**src/rtl/spdd_pkg.sv**
```systemverilog
// Shared types and constants for the servo pulse decoder with dead-zone snapping.
// No dependencies; used by every module in rtl/.
package spdd_pkg;

    localparam int W_WIDTH    = 15;
    localparam int W_IDLE     = 20;
    localparam int W_CFG_IDX  = 3;
    localparam int W_CFG_DATA = 20;

    localparam logic [W_WIDTH-1:0] WIDTH_MAX = {W_WIDTH{1'b1}};
    localparam logic [W_IDLE-1:0]  IDLE_MAX  = {W_IDLE{1'b1}};

    // Snap target defaults in ticks.
    localparam int MID_SNAP_DEF = 1500;
    localparam int MIN_SNAP_DEF = 1000;
    localparam int MAX_SNAP_DEF = 2000;

    // Register indexes of the configuration port.
    localparam logic [W_CFG_IDX-1:0] CFG_TIMEOUT_TICKS   = 3'd0;
    localparam logic [W_CFG_IDX-1:0] CFG_END_SNAP_EN     = 3'd1;
    localparam logic [W_CFG_IDX-1:0] CFG_MID_SNAP_EN     = 3'd2;
    localparam logic [W_CFG_IDX-1:0] CFG_MID_WINDOW_LOW  = 3'd3;
    localparam logic [W_CFG_IDX-1:0] CFG_MID_WINDOW_HIGH = 3'd4;
    localparam logic [W_CFG_IDX-1:0] CFG_LOW_END_THRESH  = 3'd5;
    localparam logic [W_CFG_IDX-1:0] CFG_HIGH_END_THRESH = 3'd6;

    // Reset values of the configuration registers.
    localparam logic [W_IDLE-1:0]  TIMEOUT_TICKS_RST   = 20'd25000;
    localparam logic [W_WIDTH-1:0] MID_WINDOW_LOW_RST  = 15'd1480;
    localparam logic [W_WIDTH-1:0] MID_WINDOW_HIGH_RST = 15'd1520;
    localparam logic [W_WIDTH-1:0] LOW_END_THRESH_RST  = 15'd1020;
    localparam logic [W_WIDTH-1:0] HIGH_END_THRESH_RST = 15'd1980;

    typedef struct packed {
        logic               end_snap_en;
        logic               mid_snap_en;
        logic [W_WIDTH-1:0] mid_window_low;
        logic [W_WIDTH-1:0] mid_window_high;
        logic [W_WIDTH-1:0] low_end_thresh;
        logic [W_WIDTH-1:0] high_end_thresh;
    } t_spdd_snap_cfg;

    // Raw result of the edge tracker before snapping.
    typedef struct packed {
        logic               valid;
        logic               timed_out;
        logic [W_WIDTH-1:0] width;
    } t_spdd_raw;

    // Tracker status seen by the top level.
    typedef struct packed {
        logic measuring;
        logic level_known;
    } t_spdd_status;

endpackage

```
**src/rtl/servo_pulse_decoder_deadzone_unit.sv**
```systemverilog
// Top level of the servo pulse decoder with dead-zone snapping.
// Depends on spdd_pkg, spdd_track and spdd_snap.
//
// Usage: feed one sampled servo line level per microsecond tick as a word on
// the input channel (i_in_valid / o_in_stall / i_in_pin_level). A rising edge
// after a low starts a measurement, and the first low sample after it makes a
// result word on the output channel (o_out_valid / i_out_stall) carrying the
// snapped width. If the line holds still for timeout_ticks samples while the
// block waits for a pulse, a result word with o_out_timed_out set and a width
// of zero is produced. Most samples produce no result word.
// Timing: an accepted sample lands in the input register; its result, if any,
// is loaded into the output register when the single tracker stage between
// them next advances. Throughput: one sample per cycle while not stalled.
// Stall: while the output register holds an untaken word and i_out_stall is
// high, the tracker stage holds and o_in_stall rises once the input register
// is full; nothing is dropped. Reset (synchronous, active low) empties both
// registers, clears the tracker and loads the default configuration.
// Configuration is written through i_cfg_we / i_cfg_idx / i_cfg_data while
// idle; the user must keep to this, the block itself does not enforce it.
module servo_pulse_decoder_deadzone_unit #(
    parameter int MID_SNAP = spdd_pkg::MID_SNAP_DEF,
    parameter int MIN_SNAP = spdd_pkg::MIN_SNAP_DEF,
    parameter int MAX_SNAP = spdd_pkg::MAX_SNAP_DEF
) (
    input  logic                                 i_clk,
    input  logic                                 i_rst_n,
    input  logic                                 i_in_valid,
    output logic                                 o_in_stall,
    input  logic                                 i_in_pin_level,
    output logic                                 o_out_valid,
    input  logic                                 i_out_stall,
    output logic [spdd_pkg::W_WIDTH-1:0]         o_out_pulse_width,
    output logic                                 o_out_timed_out,
    input  logic                                 i_cfg_we,
    input  logic [spdd_pkg::W_CFG_IDX-1:0]       i_cfg_idx,
    input  logic [spdd_pkg::W_CFG_DATA-1:0]      i_cfg_data
);

    // Configuration registers.
    logic [spdd_pkg::W_IDLE-1:0]  r_timeout_ticks;
    spdd_pkg::t_spdd_snap_cfg     r_snap_cfg;

    // Input register.
    logic r_in_valid;
    logic r_in_level;

    // Output register.
    logic                         r_out_valid;
    logic [spdd_pkg::W_WIDTH-1:0] r_out_width;
    logic                         r_out_timed_out;

    logic                         advance;
    logic                         in_accept;
    logic                         stage_en;
    spdd_pkg::t_spdd_raw          raw;
    spdd_pkg::t_spdd_status       status;
    logic [spdd_pkg::W_WIDTH-1:0] snapped;
    logic [spdd_pkg::W_WIDTH-1:0] n_out_width;

    always_ff @(posedge i_clk) begin
        if (!i_rst_n) begin
            r_timeout_ticks            <= spdd_pkg::TIMEOUT_TICKS_RST;
            r_snap_cfg.end_snap_en     <= 1'b0;
            r_snap_cfg.mid_snap_en     <= 1'b0;
            r_snap_cfg.mid_window_low  <= spdd_pkg::MID_WINDOW_LOW_RST;
            r_snap_cfg.mid_window_high <= spdd_pkg::MID_WINDOW_HIGH_RST;
            r_snap_cfg.low_end_thresh  <= spdd_pkg::LOW_END_THRESH_RST;
            r_snap_cfg.high_end_thresh <= spdd_pkg::HIGH_END_THRESH_RST;
        end else if (i_cfg_we) begin
            unique case (i_cfg_idx)
                spdd_pkg::CFG_TIMEOUT_TICKS: begin
                    r_timeout_ticks <= i_cfg_data;
                end
                spdd_pkg::CFG_END_SNAP_EN: begin
                    r_snap_cfg.end_snap_en <= i_cfg_data[0];
                end
                spdd_pkg::CFG_MID_SNAP_EN: begin
                    r_snap_cfg.mid_snap_en <= i_cfg_data[0];
                end
                spdd_pkg::CFG_MID_WINDOW_LOW: begin
                    r_snap_cfg.mid_window_low <= i_cfg_data[spdd_pkg::W_WIDTH-1:0];
                end
                spdd_pkg::CFG_MID_WINDOW_HIGH: begin
                    r_snap_cfg.mid_window_high <= i_cfg_data[spdd_pkg::W_WIDTH-1:0];
                end
                spdd_pkg::CFG_LOW_END_THRESH: begin
                    r_snap_cfg.low_end_thresh <= i_cfg_data[spdd_pkg::W_WIDTH-1:0];
                end
                spdd_pkg::CFG_HIGH_END_THRESH: begin
                    r_snap_cfg.high_end_thresh <= i_cfg_data[spdd_pkg::W_WIDTH-1:0];
                end
                default: begin
                    // Writes to unused indexes are ignored.
                end
            endcase
        end
    end

    // The tracker stage moves whenever the output register can take a word.
    assign advance    = !r_out_valid || !i_out_stall;
    assign stage_en   = r_in_valid && advance;
    assign o_in_stall = r_in_valid && !advance;
    assign in_accept  = i_in_valid && !o_in_stall;

    always_ff @(posedge i_clk) begin
        if (!i_rst_n) begin
            r_in_valid <= 1'b0;
        end else if (in_accept) begin
            r_in_valid <= 1'b1;
        end else if (advance) begin
            r_in_valid <= 1'b0;
        end
    end

    always_ff @(posedge i_clk) begin
        if (in_accept) begin
            r_in_level <= i_in_pin_level;
        end
    end

    spdd_track u_track (
        .i_clk           (i_clk),
        .i_rst_n         (i_rst_n),
        .i_en            (stage_en),
        .i_level         (r_in_level),
        .i_timeout_ticks (r_timeout_ticks),
        .o_raw           (raw),
        .o_status        (status)
    );

    spdd_snap #(
        .MID_SNAP (MID_SNAP),
        .MIN_SNAP (MIN_SNAP),
        .MAX_SNAP (MAX_SNAP)
    ) u_snap (
        .i_cfg   (r_snap_cfg),
        .i_width (raw.width),
        .o_width (snapped)
    );

    // A timeout always reports a width of zero, never a snapped value.
    assign n_out_width = raw.timed_out ? '0 : snapped;

    always_ff @(posedge i_clk) begin
        if (!i_rst_n) begin
            r_out_valid <= 1'b0;
        end else if (advance) begin
            r_out_valid <= raw.valid;
        end
    end

    always_ff @(posedge i_clk) begin
        if (advance && raw.valid) begin
            r_out_width     <= n_out_width;
            r_out_timed_out <= raw.timed_out;
        end
    end

    assign o_out_valid       = r_out_valid;
    assign o_out_pulse_width = r_out_width;
    assign o_out_timed_out   = r_out_timed_out;

    // A timeout word always carries a zero width.
    a_timeout_zero: assert property (@(posedge i_clk) disable iff (!i_rst_n)
        (o_out_valid && o_out_timed_out) |-> (o_out_pulse_width == '0))
        else $error("timeout result with nonzero width");

    // The input side only stalls while the input register is occupied.
    a_stall_needs_data: assert property (@(posedge i_clk) disable iff (!i_rst_n)
        !r_in_valid |-> !o_in_stall)
        else $error("input stalled with empty input register");

    // A result leaves the tracker fully rearmed.
    a_rearm: assert property (@(posedge i_clk) disable iff (!i_rst_n)
        raw.valid |=> (!status.measuring && !status.level_known))
        else $error("tracker not rearmed after result");

    // A measurement can only end in a width result, never a timeout.
    a_measure_no_timeout: assert property (@(posedge i_clk) disable iff (!i_rst_n)
        (status.measuring && raw.valid) |-> !raw.timed_out)
        else $error("timeout raised during measurement");

endmodule

```
**src/rtl/spdd_track.sv**
```systemverilog
// Edge tracker: level history, high-tick counter and idle timeout.
// Depends on spdd_pkg.
module spdd_track (
    input  logic                                i_clk,
    input  logic                                i_rst_n,
    input  logic                                i_en,
    input  logic                                i_level,
    input  logic [spdd_pkg::W_IDLE-1:0]         i_timeout_ticks,
    output spdd_pkg::t_spdd_raw                 o_raw,
    output spdd_pkg::t_spdd_status              o_status
);

    logic                              r_last_level, n_last_level;
    logic                              r_level_known, n_level_known;
    logic                              r_seen_low, n_seen_low;
    logic                              r_measuring, n_measuring;
    logic [spdd_pkg::W_IDLE-1:0]       r_idle_count, n_idle_count;
    logic [spdd_pkg::W_WIDTH-1:0]      r_high_count, n_high_count;
    logic [spdd_pkg::W_IDLE-1:0]       idle_inc;
    logic                              rearm;

    always_comb begin
        n_last_level  = r_last_level;
        n_level_known = r_level_known;
        n_seen_low    = r_seen_low;
        n_measuring   = r_measuring;
        n_idle_count  = r_idle_count;
        n_high_count  = r_high_count;
        rearm         = 1'b0;
        o_raw         = '0;
        idle_inc      = (r_idle_count != spdd_pkg::IDLE_MAX) ?
                        r_idle_count + 1'b1 : r_idle_count;

        if (r_measuring) begin
            if (i_level) begin
                if (r_high_count != spdd_pkg::WIDTH_MAX) begin
                    n_high_count = r_high_count + 1'b1;
                end
            end else begin
                o_raw.valid = 1'b1;
                o_raw.width = r_high_count;
                rearm       = 1'b1;
            end
        end else if (!r_level_known || (i_level != r_last_level)) begin
            n_idle_count  = '0;
            n_last_level  = i_level;
            n_level_known = 1'b1;
            if (!i_level) begin
                n_seen_low = 1'b1;
            end else if (r_seen_low) begin
                n_measuring  = 1'b1;
                n_high_count = spdd_pkg::W_WIDTH'(1);
            end
        end else begin
            n_idle_count = idle_inc;
            if (idle_inc >= i_timeout_ticks) begin
                o_raw.valid     = 1'b1;
                o_raw.timed_out = 1'b1;
                rearm           = 1'b1;
            end
        end

        // Every result returns the tracker to its reset state.
        if (rearm) begin
            n_last_level  = 1'b0;
            n_level_known = 1'b0;
            n_seen_low    = 1'b0;
            n_measuring   = 1'b0;
            n_idle_count  = '0;
            n_high_count  = '0;
        end

        if (!i_en) begin
            o_raw.valid = 1'b0;
        end
    end

    always_ff @(posedge i_clk) begin
        if (!i_rst_n) begin
            r_last_level  <= 1'b0;
            r_level_known <= 1'b0;
            r_seen_low    <= 1'b0;
            r_measuring   <= 1'b0;
            r_idle_count  <= '0;
            r_high_count  <= '0;
        end else if (i_en) begin
            r_last_level  <= n_last_level;
            r_level_known <= n_level_known;
            r_seen_low    <= n_seen_low;
            r_measuring   <= n_measuring;
            r_idle_count  <= n_idle_count;
            r_high_count  <= n_high_count;
        end
    end

    assign o_status.measuring   = r_measuring;
    assign o_status.level_known = r_level_known;

endmodule

```
**src/rtl/spdd_snap.sv**
```systemverilog
// Dead-zone snapping of a measured width to center or end values.
// Depends on spdd_pkg.
module spdd_snap #(
    parameter int MID_SNAP = spdd_pkg::MID_SNAP_DEF,
    parameter int MIN_SNAP = spdd_pkg::MIN_SNAP_DEF,
    parameter int MAX_SNAP = spdd_pkg::MAX_SNAP_DEF
) (
    input  spdd_pkg::t_spdd_snap_cfg       i_cfg,
    input  logic [spdd_pkg::W_WIDTH-1:0]   i_width,
    output logic [spdd_pkg::W_WIDTH-1:0]   o_width
);

    localparam logic [spdd_pkg::W_WIDTH-1:0] MID_V = spdd_pkg::W_WIDTH'(MID_SNAP);
    localparam logic [spdd_pkg::W_WIDTH-1:0] MIN_V = spdd_pkg::W_WIDTH'(MIN_SNAP);
    localparam logic [spdd_pkg::W_WIDTH-1:0] MAX_V = spdd_pkg::W_WIDTH'(MAX_SNAP);

    logic [spdd_pkg::W_WIDTH-1:0] hi_snapped;

    always_comb begin
        // The low-end test looks at the value after the high-end test.
        hi_snapped = (i_width > i_cfg.high_end_thresh) ? MAX_V : i_width;
        if (i_cfg.mid_snap_en && (i_width < i_cfg.mid_window_high) &&
            (i_width > i_cfg.mid_window_low)) begin
            o_width = MID_V;
        end else if (i_cfg.end_snap_en) begin
            o_width = (hi_snapped < i_cfg.low_end_thresh) ? MIN_V : hi_snapped;
        end else begin
            o_width = i_width;
        end
    end

endmodule

```
**config.mk**
```make
export PLATFORM = sky130hd
export DESIGN_NAME = servo_pulse_decoder_deadzone_unit
export DESIGN_NICKNAME = d
export VERILOG_FILES = /design/src/rtl/spdd_pkg.sv /design/src/rtl/servo_pulse_decoder_deadzone_unit.sv /design/src/rtl/spdd_track.sv /design/src/rtl/spdd_snap.sv
export SDC_FILE = /design/constraint.sdc
export NUM_CORES = 1
export LEC_CHECK = 0
export BUFFER_PORTS_ARGS = -buffer_cell sky130_fd_sc_hd__buf_2
export CAP_MARGIN = 10
export CORE_ASPECT_RATIO = 1.1
export CORE_UTILIZATION = 55
export DETAILED_ROUTE_END_ITERATION = 10
export PLACE_DENSITY_LB_ADDON = 0.05
export REMOVE_ABC_BUFFERS = 1
export SETUP_SLACK_MARGIN = 0.2
export SLEW_MARGIN = 20
export SYNTH_ARGS = -nofsm -noshare
export SYNTH_HDL_FRONTEND = slang
export SYNTH_HIERARCHICAL = 1
export SYNTH_SLANG_ARGS = --single-unit
```
**constraint.sdc**
```tcl
create_clock -name i_clk -period 11.5 [get_ports i_clk]
set_input_delay 0.575 -clock i_clk [delete_from_list [all_inputs] [get_ports i_clk]]
set_output_delay 0.575 -clock i_clk [all_outputs]
set_load 0.005 [all_outputs]
```
### Yosys cells after proc, flatten, opt, wreduce, memory -nomap -nowiden

Index checks and enable logic that the tools add are counted.

* bits in registers: 140
* word-level logic and storage cells: 113

* add/sub/neg operators: 2
* $lt $le $gt $ge: 5
* equality and inequality tests: 14
* muxes and demuxes: 43
* reduce and logical (&&, ||, !) cells: 30

Operators by type and width (number)
* $mux W15: 12
* $mux W20: 4
* $gt A15 B15 Y1: 2
* $lt A15 B15 Y1: 2
* $mux W1: 24
* $add A20 B1 Y20 const B: 1
* $ge A20 B20 Y1: 1
* $ne A20 B20 Y1 const B: 1
* $reduce_and A2 Y1: 8
* $add A15 B1 Y15 const B: 1
* $ne A15 B15 Y1 const B: 1
* $mux W11: 1
* $eq A3 B3 Y1 const B: 3
* $eq A3 B2 Y1 const B: 2
* $logic_and A1 B1 Y1: 6
* $ne A3 B3 Y1 const B: 2
* $reduce_and A6 Y1: 1
* $reduce_bool A3 Y1: 2
* $logic_not A1 Y1: 5
* $mux W2: 2
* $reduce_and A4 Y1: 1
* $reduce_bool A2 Y1: 2
* $eq A3 B1 Y1 const B: 1
* $logic_not A3 Y1: 1
* other kinds (7): 8

### Depth between registers and ports, before layout

Gate-level depths: netlist of run 1.

* word-level depth: 8
* gate-level depth with buffers: 20
* mapped depth without buffers: 18

### By module

The synthesis of run 1 kept the hierarchy.

Modules (own cells, without submodules)
* servo_pulse_decoder_deadzone_unit: times used 1, cells each 353, area each 3928.8 sq um, sequential area each 2192.1 sq um
* spdd_track: times used 1, cells each 385, area each 3080.5 sq um, sequential area each 780.7 sq um
* spdd_snap: times used 1, cells each 251, area each 1739.2 sq um, sequential area each 0.0 sq um

### Least setup slack after synthesis of run 1

Ideal clock, no wire load.

* path kind: register -> register
* start: reg r_in_level
* end: reg r_out_width (netlist bit o_out_pulse_width[0]) (data pin)
* data arrival time: 4630 ps
* path slack: 6601 ps
* cell stages (with the launch flop): 21
* path buffers: 3
* clock period less this slack: 4899 ps
* cells stage by stage: edfxtp_1 -> buf_6 -> nor2b_1 -> clkbuf_1 -> and2_1 -> ha_1 -> a211oi_1 -> nor2_1 -> o31ai_1 -> a21oi_2 -> clkbuf_1 -> or2_2 -> ha_1 -> a21o_1 -> a21o_1 -> a211o_1 -> a221o_1 -> a31oi_4 -> a21oi_4 -> and3_1 -> nor2b_1

RTL lines
* from (decl): line servo_pulse_decoder_deadzone_unit.sv:45 `logic r_in_level;`
* from (signal assigned): line servo_pulse_decoder_deadzone_unit.sv:117 `r_in_level <= i_in_pin_level;`
* to (signal assigned): line servo_pulse_decoder_deadzone_unit.sv:154 `r_out_width <= n_out_width;`
* to (decl): line servo_pulse_decoder_deadzone_unit.sv:49 `logic [spdd_pkg::W_WIDTH-1:0] r_out_width;`

==> flow_summary.json, run 1 <==
{
  "worstMarginPinSlew_ns": 1.045,
  "grt_overflow": 0,
  "fin_setup_tns_ns": 0,
  "p_leak_nw": 4.498,
  "core_um2": 15290,
  "powerDensity_nw_per_um2": 117.8,
  "ios": 47,
  "max_freq_ghz": 0.1758,
  "ant_nets": 0,
  "crit_family": "compound AO/OA/AOI/OAI gates",
  "port_buffers": 46,
  "syn_to_final_growth_pct": 10.17,
  "yosys_warnings": 6,
  "via_per_inst": 5.644,
  "ctsHtreeMaxLevel": 4,
  "crit_path_max_fanout": 18,
  "maxSlewHeadroom": 0.2994,
  "cts.reportedPaths.clkPinSlew_ns": 0.06,
  "cts_resized": 0,
  "worstPathArrival_ns": 5.84,
  "maxSlewViolCount": 0,
  "synth.avg_cell_area_um2": 8.848,
  "insertion_delay_ns": 0.42,
  "drive_above_1_share": 0.1206,
  "required_ns": 11.65,
  "min_path_type": "input port to flop",
  "post_cts_buffers": 0,
  "layout_setup_ws_ns": 5.812,
  "endpoint_kind": "flop",
  "critPathKind": "flop to flop",
  "num_rows": 47,
  "start_kind": "flop",
  "cp_num_buf_inv": 0,
  "die_y_um": 134.2,
  "clock_sinks": 140,
  "synth_cells": 987,
  "syn_area_um2": 8733,
  "grt_max_degree": 78,
  "hold_buffers": 0,
  "slowest_stage": "nor2b_1",
  "clockRootBuffer": "clkbuf_16",
  "final_common_cell": "dfxtp_1",
  "nNetsFinal": 1124,
  "post_drt_wl_per_cell_um": 16.40,
  "vias": 6908,
  "min_period_over_period": 0.4946,
  "rsz0062_at_grt": "no",
  "insertedDiodeCount": 0,
  "period_needed_ns": 5.688,
  "fin_skew_ns": 0.006514,
  "design.die.area_um2": 16390,
  "drt-total-wl_um": 20070,
  "first_global_vias": 6440,
  "die_w_um": 122.1,
  "outcome": "completed",
  "cts_buffers": 17,
  "drc_errors": 0,
  "drt_pass1_iterations": 5,
  "place.gp.congestion": 0.8935,
  "power_mw": 1.134,
  "drv_cap": 0,
  "grt_pass1_wl_um": 32630,
  "final_cell_mix": "dfxtp_1, nand2_1, mux2i_1, inv_1, ha_1",
  "cts_tree": "built",
  "setup_viol": 0,
  "postPlaceCellArea_um2": 9011,
  "hold_viol": 0,
  "initialDrtViolationCount": 452,
  "track_usage": 0.2567,
  "max-vdd-ir-drop_uv": 101.8,
  "dp_hpwl_um": 14800,
  "critical-path-max-stage-delay_ns": 0.75,
  "design_area_um2": 9622,
  "antenna_found_initial": 0,
  "clock_path_buffers": 2,
  "initial_core_util": 0.5712,
  "cp_cell_sequence": "nor2b_1, and2_1, ha_1, a211oi_1, nor2_1, o31ai_1, a21oi_2, or2_2, ha_1, a21o_1, a21o_1, a211o_1, a221o_1, a31oi_4, a21oi_4, and3_1, nor2b_1",
  "pre_cts_ws_ns": 5.932
}
==> worst register-to-register path, stage by stage (launching register included) <==
cell,delay [ns]
edfxtp_1,0.54
nor2b_1,0.76
and2_1,0.35
ha_1,0.28
a211oi_1,0.22
nor2_1,0.08
o31ai_1,0.49
a21oi_2,0.34
or2_2,0.36
ha_1,0.29
a21o_1,0.18
a21o_1,0.17
a211o_1,0.28
a221o_1,0.38
a31oi_4,0.26
a21oi_4,0.10
and3_1,0.21
nor2b_1,0.12
==> final timing paths <==
path | start | end | slack [ns] | depth (start not counted)
min reg2reg | r_timeout_ticks[16] | r_timeout_ticks[16] | 0.46 | 2
max | r_in_level | o_out_pulse_width[13] | 5.81 | 17
min | i_in_pin_level | r_in_level | 0.33 | 1
max reg2reg | r_in_level | o_out_pulse_width[13] | 5.81 | 17
==> registers in the layout, summed over array words and instances, names as in the netlist <==
signal                 flops
u_track/r_measuring        1
r_timeout_ticks           20
u_track/r_idle_count      20
o_out_pulse_width         15
u_track/r_level_known      1
o_out_valid                1
u_track/r_seen_low         1
u_track/r_last_level       1
r_snap_cfg                62
o_out_timed_out            1
r_in_level                 1
r_in_valid                 1
u_track/r_high_count      15
==> cell type report <==
class / count / area (um^2)
repair buffers: 54 / 292.8
multi-input cells: 718 / 5187
inverters: 84 / 315.3
clock inverters: 14 / 168.9
flip-flops and latches: 140 / 2973
clock buffers: 18 / 439.2
well taps: 196 / 245.2
fillers: 1388 / 5668
==> through the flow <==
step | utilization | hold slack, ns | std cells
6_report | 0.6293 | 0.3263 | 1224
5_1_grt | 0.6293 | 0.3193 | 1224
4_1_cts | 0.6291 | 0.3109 | 1224
3_5_place_dp | 0.5894 | 0.4487 | 1192
3_3_place_gp | 0.5894 | 0.4432 | 1192
2_1_floorplan | - | 0.4347 | 942
==> power by group <==
group	total, mW	switching (mW)	leakage (nW)	internal [mW]
Combinational	0.0620	0.0378	3.05	0.0241
Sequential	0.507	0.00534	1.15	0.501
Clock	0.565	0.218	0.293	0.347
==> routing by layer <==
layer	share of wire	global-route usage
met5	0	0
met2	0.45	0.4002
met3	0.037	0.04082
met1	0.49	0.3616
met4	0.015	0.07995
Note: power is estimated with default switching activity, not from simulation.
==> run 2, diff against run 1 <==
--- a/config.mk
+++ b/config.mk
@@ -5,6 +5,7 @@
 export SDC_FILE = /design/constraint.sdc
 export NUM_CORES = 1
 export LEC_CHECK = 0
+export ABC_AREA = 1
 export BUFFER_PORTS_ARGS = -buffer_cell sky130_fd_sc_hd__buf_2
 export CAP_MARGIN = 10
 export CORE_ASPECT_RATIO = 1.1
==> constraint.sdc (replaced) <==
create_clock -name i_clk -period 4.9 [get_ports i_clk]
set_input_delay 0.245 -clock i_clk [delete_from_list [all_inputs] [get_ports i_clk]]
set_output_delay 0.245 -clock i_clk [all_outputs]
set_load 0.005 [all_outputs]
==> run 2 against run 1 <==
  * The flow now finishes with violations (DRC)
  * Sequential share of layout area down 1.7 points
  * Sequential cell count did not move
  * First-iteration DRC count rose by 56%
  * Largest power group unchanged
  * Clock skew increased by 0.0024 ns
  * Sequential power up 140%
  * Hold slack worse by 0.29 ns
  * Global-route usage rose by 3.0 points
  * Clock power is 140% higher
  * Non-clock buffer count is 16 higher
  * Worst setup slack got worse by 5.2 ns
==> flow_summary.json, run 2 <==
{
  "cp-startpoint": "r_in_level",
  "required_ns": 5.05,
  "initial_core_util": 0.5626,
  "critPathKind": "flop to flop",
  "final_common_cell": "nand2_1",
  "top_register": "r_snap_cfg",
  "drt-total-wl_um": 23700,
  "via_per_inst": 5.246,
  "maxSlewViolCount": 0,
  "max-vdd-ir-drop_uv": 204.4,
  "antenna_found_initial": 0,
  "cts.reportedPaths.clkPinSlew_ns": 0.06,
  "core_um2": 16310,
  "yosys_warnings": 6,
  "die_w_um": 125.1,
  "final_cell_mix": "nand2_1, inv_1, nor2_1",
  "cts_resized": 0,
  "nNetsFinal": 1509,
  "clock_path_buffers": 2,
  "r2r_slack_ns": 0.63,
  "cp_num_buf_inv": 5,
  "cts_buffers": 17,
  "crit_path_max_fanout": 13,
  "min_path_type": "input port to flop",
  "clockRootBuffer": "clkbuf_16",
  "vias": 8482,
  "design.die.area_um2": 17200,
  "dp.cells": 1585,
  "maxSlewHeadroom": 0.4303,
  "cts_tree": "built",
  "fin_setup_tns_ns": 0,
  "rsz0062_at_grt": "no",
  "min_period_over_period": 0.8722,
  "r2r_start": "r_in_level",
  "synth_cells": 1355,
  "hold_viol": 0,
  "worstPathArrival_ns": 4.43,
  "critPathMostFrequentCell": "nand2_1",
  "regArea_um2": 2973,
  "first_global_vias": 7638,
  "worstMarginPinSlew_ns": 0.8493,
  "grt_overflow": 0,
  "endpoint_kind": "flop",
  "grt_max_degree": 80,
  "multi_input_area_um2": 5147,
  "port_buffers": 46,
  "grt_pass1_wl_um": 38480,
  "syn_area_um2": 9175,
  "outcome": "finished with violations",
  "insertedDiodeCount": 0,
  "powerDensity_nw_per_um2": 272.0,
  "final_util": 0.6251,
  "synth.avg_cell_area_um2": 6.771,
  "fin_skew_ns": 0.008865,
  "hold_buffers": 0,
  "clock_sinks": 140,
  "die_y_um": 137.5,
  "nFillCells": 1611,
  "place.gp.congestion": 0.8890,
  "drive_above_1_share": 0.1260,
  "max_freq_ghz": 0.2340,
  "syn_to_final_growth_pct": 11.11,
  "drc_errors": 10,
  "num_rows": 49,
  "ios": 47,
  "slowest_stage": "edfxtp_1",
  "ant_nets": 0,
  "ctsHtreeMaxLevel": 4,
  "period_needed_ns": 4.274,
  "largest_reg_flops": 62,
  "crit_family": "simple AND/OR/NAND/NOR gates",
  "drv_cap": 0,
  "min_from": "i_in_pin_level",
  "dp_hpwl_um": 17020,
  "post_drt_wl_per_cell_um": 14.65,
  "initialDrtViolationCount": 703,
  "critical-path-max-stage-delay_ns": 0.51,
  "fin_cells": 1617,
  "start_kind": "flop",
  "setup_viol": 0,
  "post_cts_buffers": 0,
  "drt_pass1_iterations": 8,
  "track_usage": 0.2868,
  "reg_top3": "r_snap_cfg (62), r_timeout_ticks (20), u_track/r_idle_count (20)",
  "insertion_delay_ns": 0.42,
  "violations": "DRC",
  "p_leak_nw": 5.120
}
-- run 2: worst register-to-register path: cells and delay by family (launching register included) --
family	cells	cell delay, ns
adders and majority gates	2	0.56
AOI/OAI and AO/OA	3	0.61
buffers and inverters	5	0.90
and+or+nand+nor	15	1.41
DFF	1	0.51
-- run 2: report_power, final --
group	internal, mW	total [mW]	switching (mW)
logic	0.0647	0.211	0.146
registers	1.19	1.20	0.0162
clock network	0.833	1.36	0.527
total	2.08	2.77	0.689
-- run 2: final timing paths --
kind	cells past startpoint	to
max reg2reg	25	o_out_pulse_width[2]
min reg2reg	2	r_snap_cfg[4]
max	25	o_out_pulse_width[2]
min	1	r_in_level
-- run 2: through the flow --
| stage | cell area, um^2 | setup slack, ns | hold slack [ns] | total power [mW] |
|---|---|---|---|---|
| 2_1_floorplan | 8907 | 0.7836 | 0.3296 | 1.357 |
| 3_3_place_gp | 9575 | 0.8160 | 0.4400 | 1.434 |
| 5_1_grt | 10190 | 0.2039 | 0.01421 | 2.877 |
| 3_5_place_dp | 9575 | 0.6580 | 0.4424 | 1.437 |
| 6_report | 10190 | 0.6261 | 0.03169 | 2.773 |
| 4_1_cts | 10190 | 0.6247 | 0.01333 | 2.796 |
-- run 2: layer usage --
metal,share of wire,up-vias,global-route usage
met3,0.055,34,0.04466
met2,0.45,211,0.4628
met5,0,-,0
met4,0.020,0,0.09824
li1,-,4364,-
met1,0.48,3873,0.3916
-- run 2: layout make-up --
class	count	area share
inverter	211	0.07769
clock buffer	19	0.04455
clock inverter	13	0.01595
tap	204	0.02504
timing repair buffer	70	0.04026
multi-input combinational	960	0.5049
sequential	140	0.2916
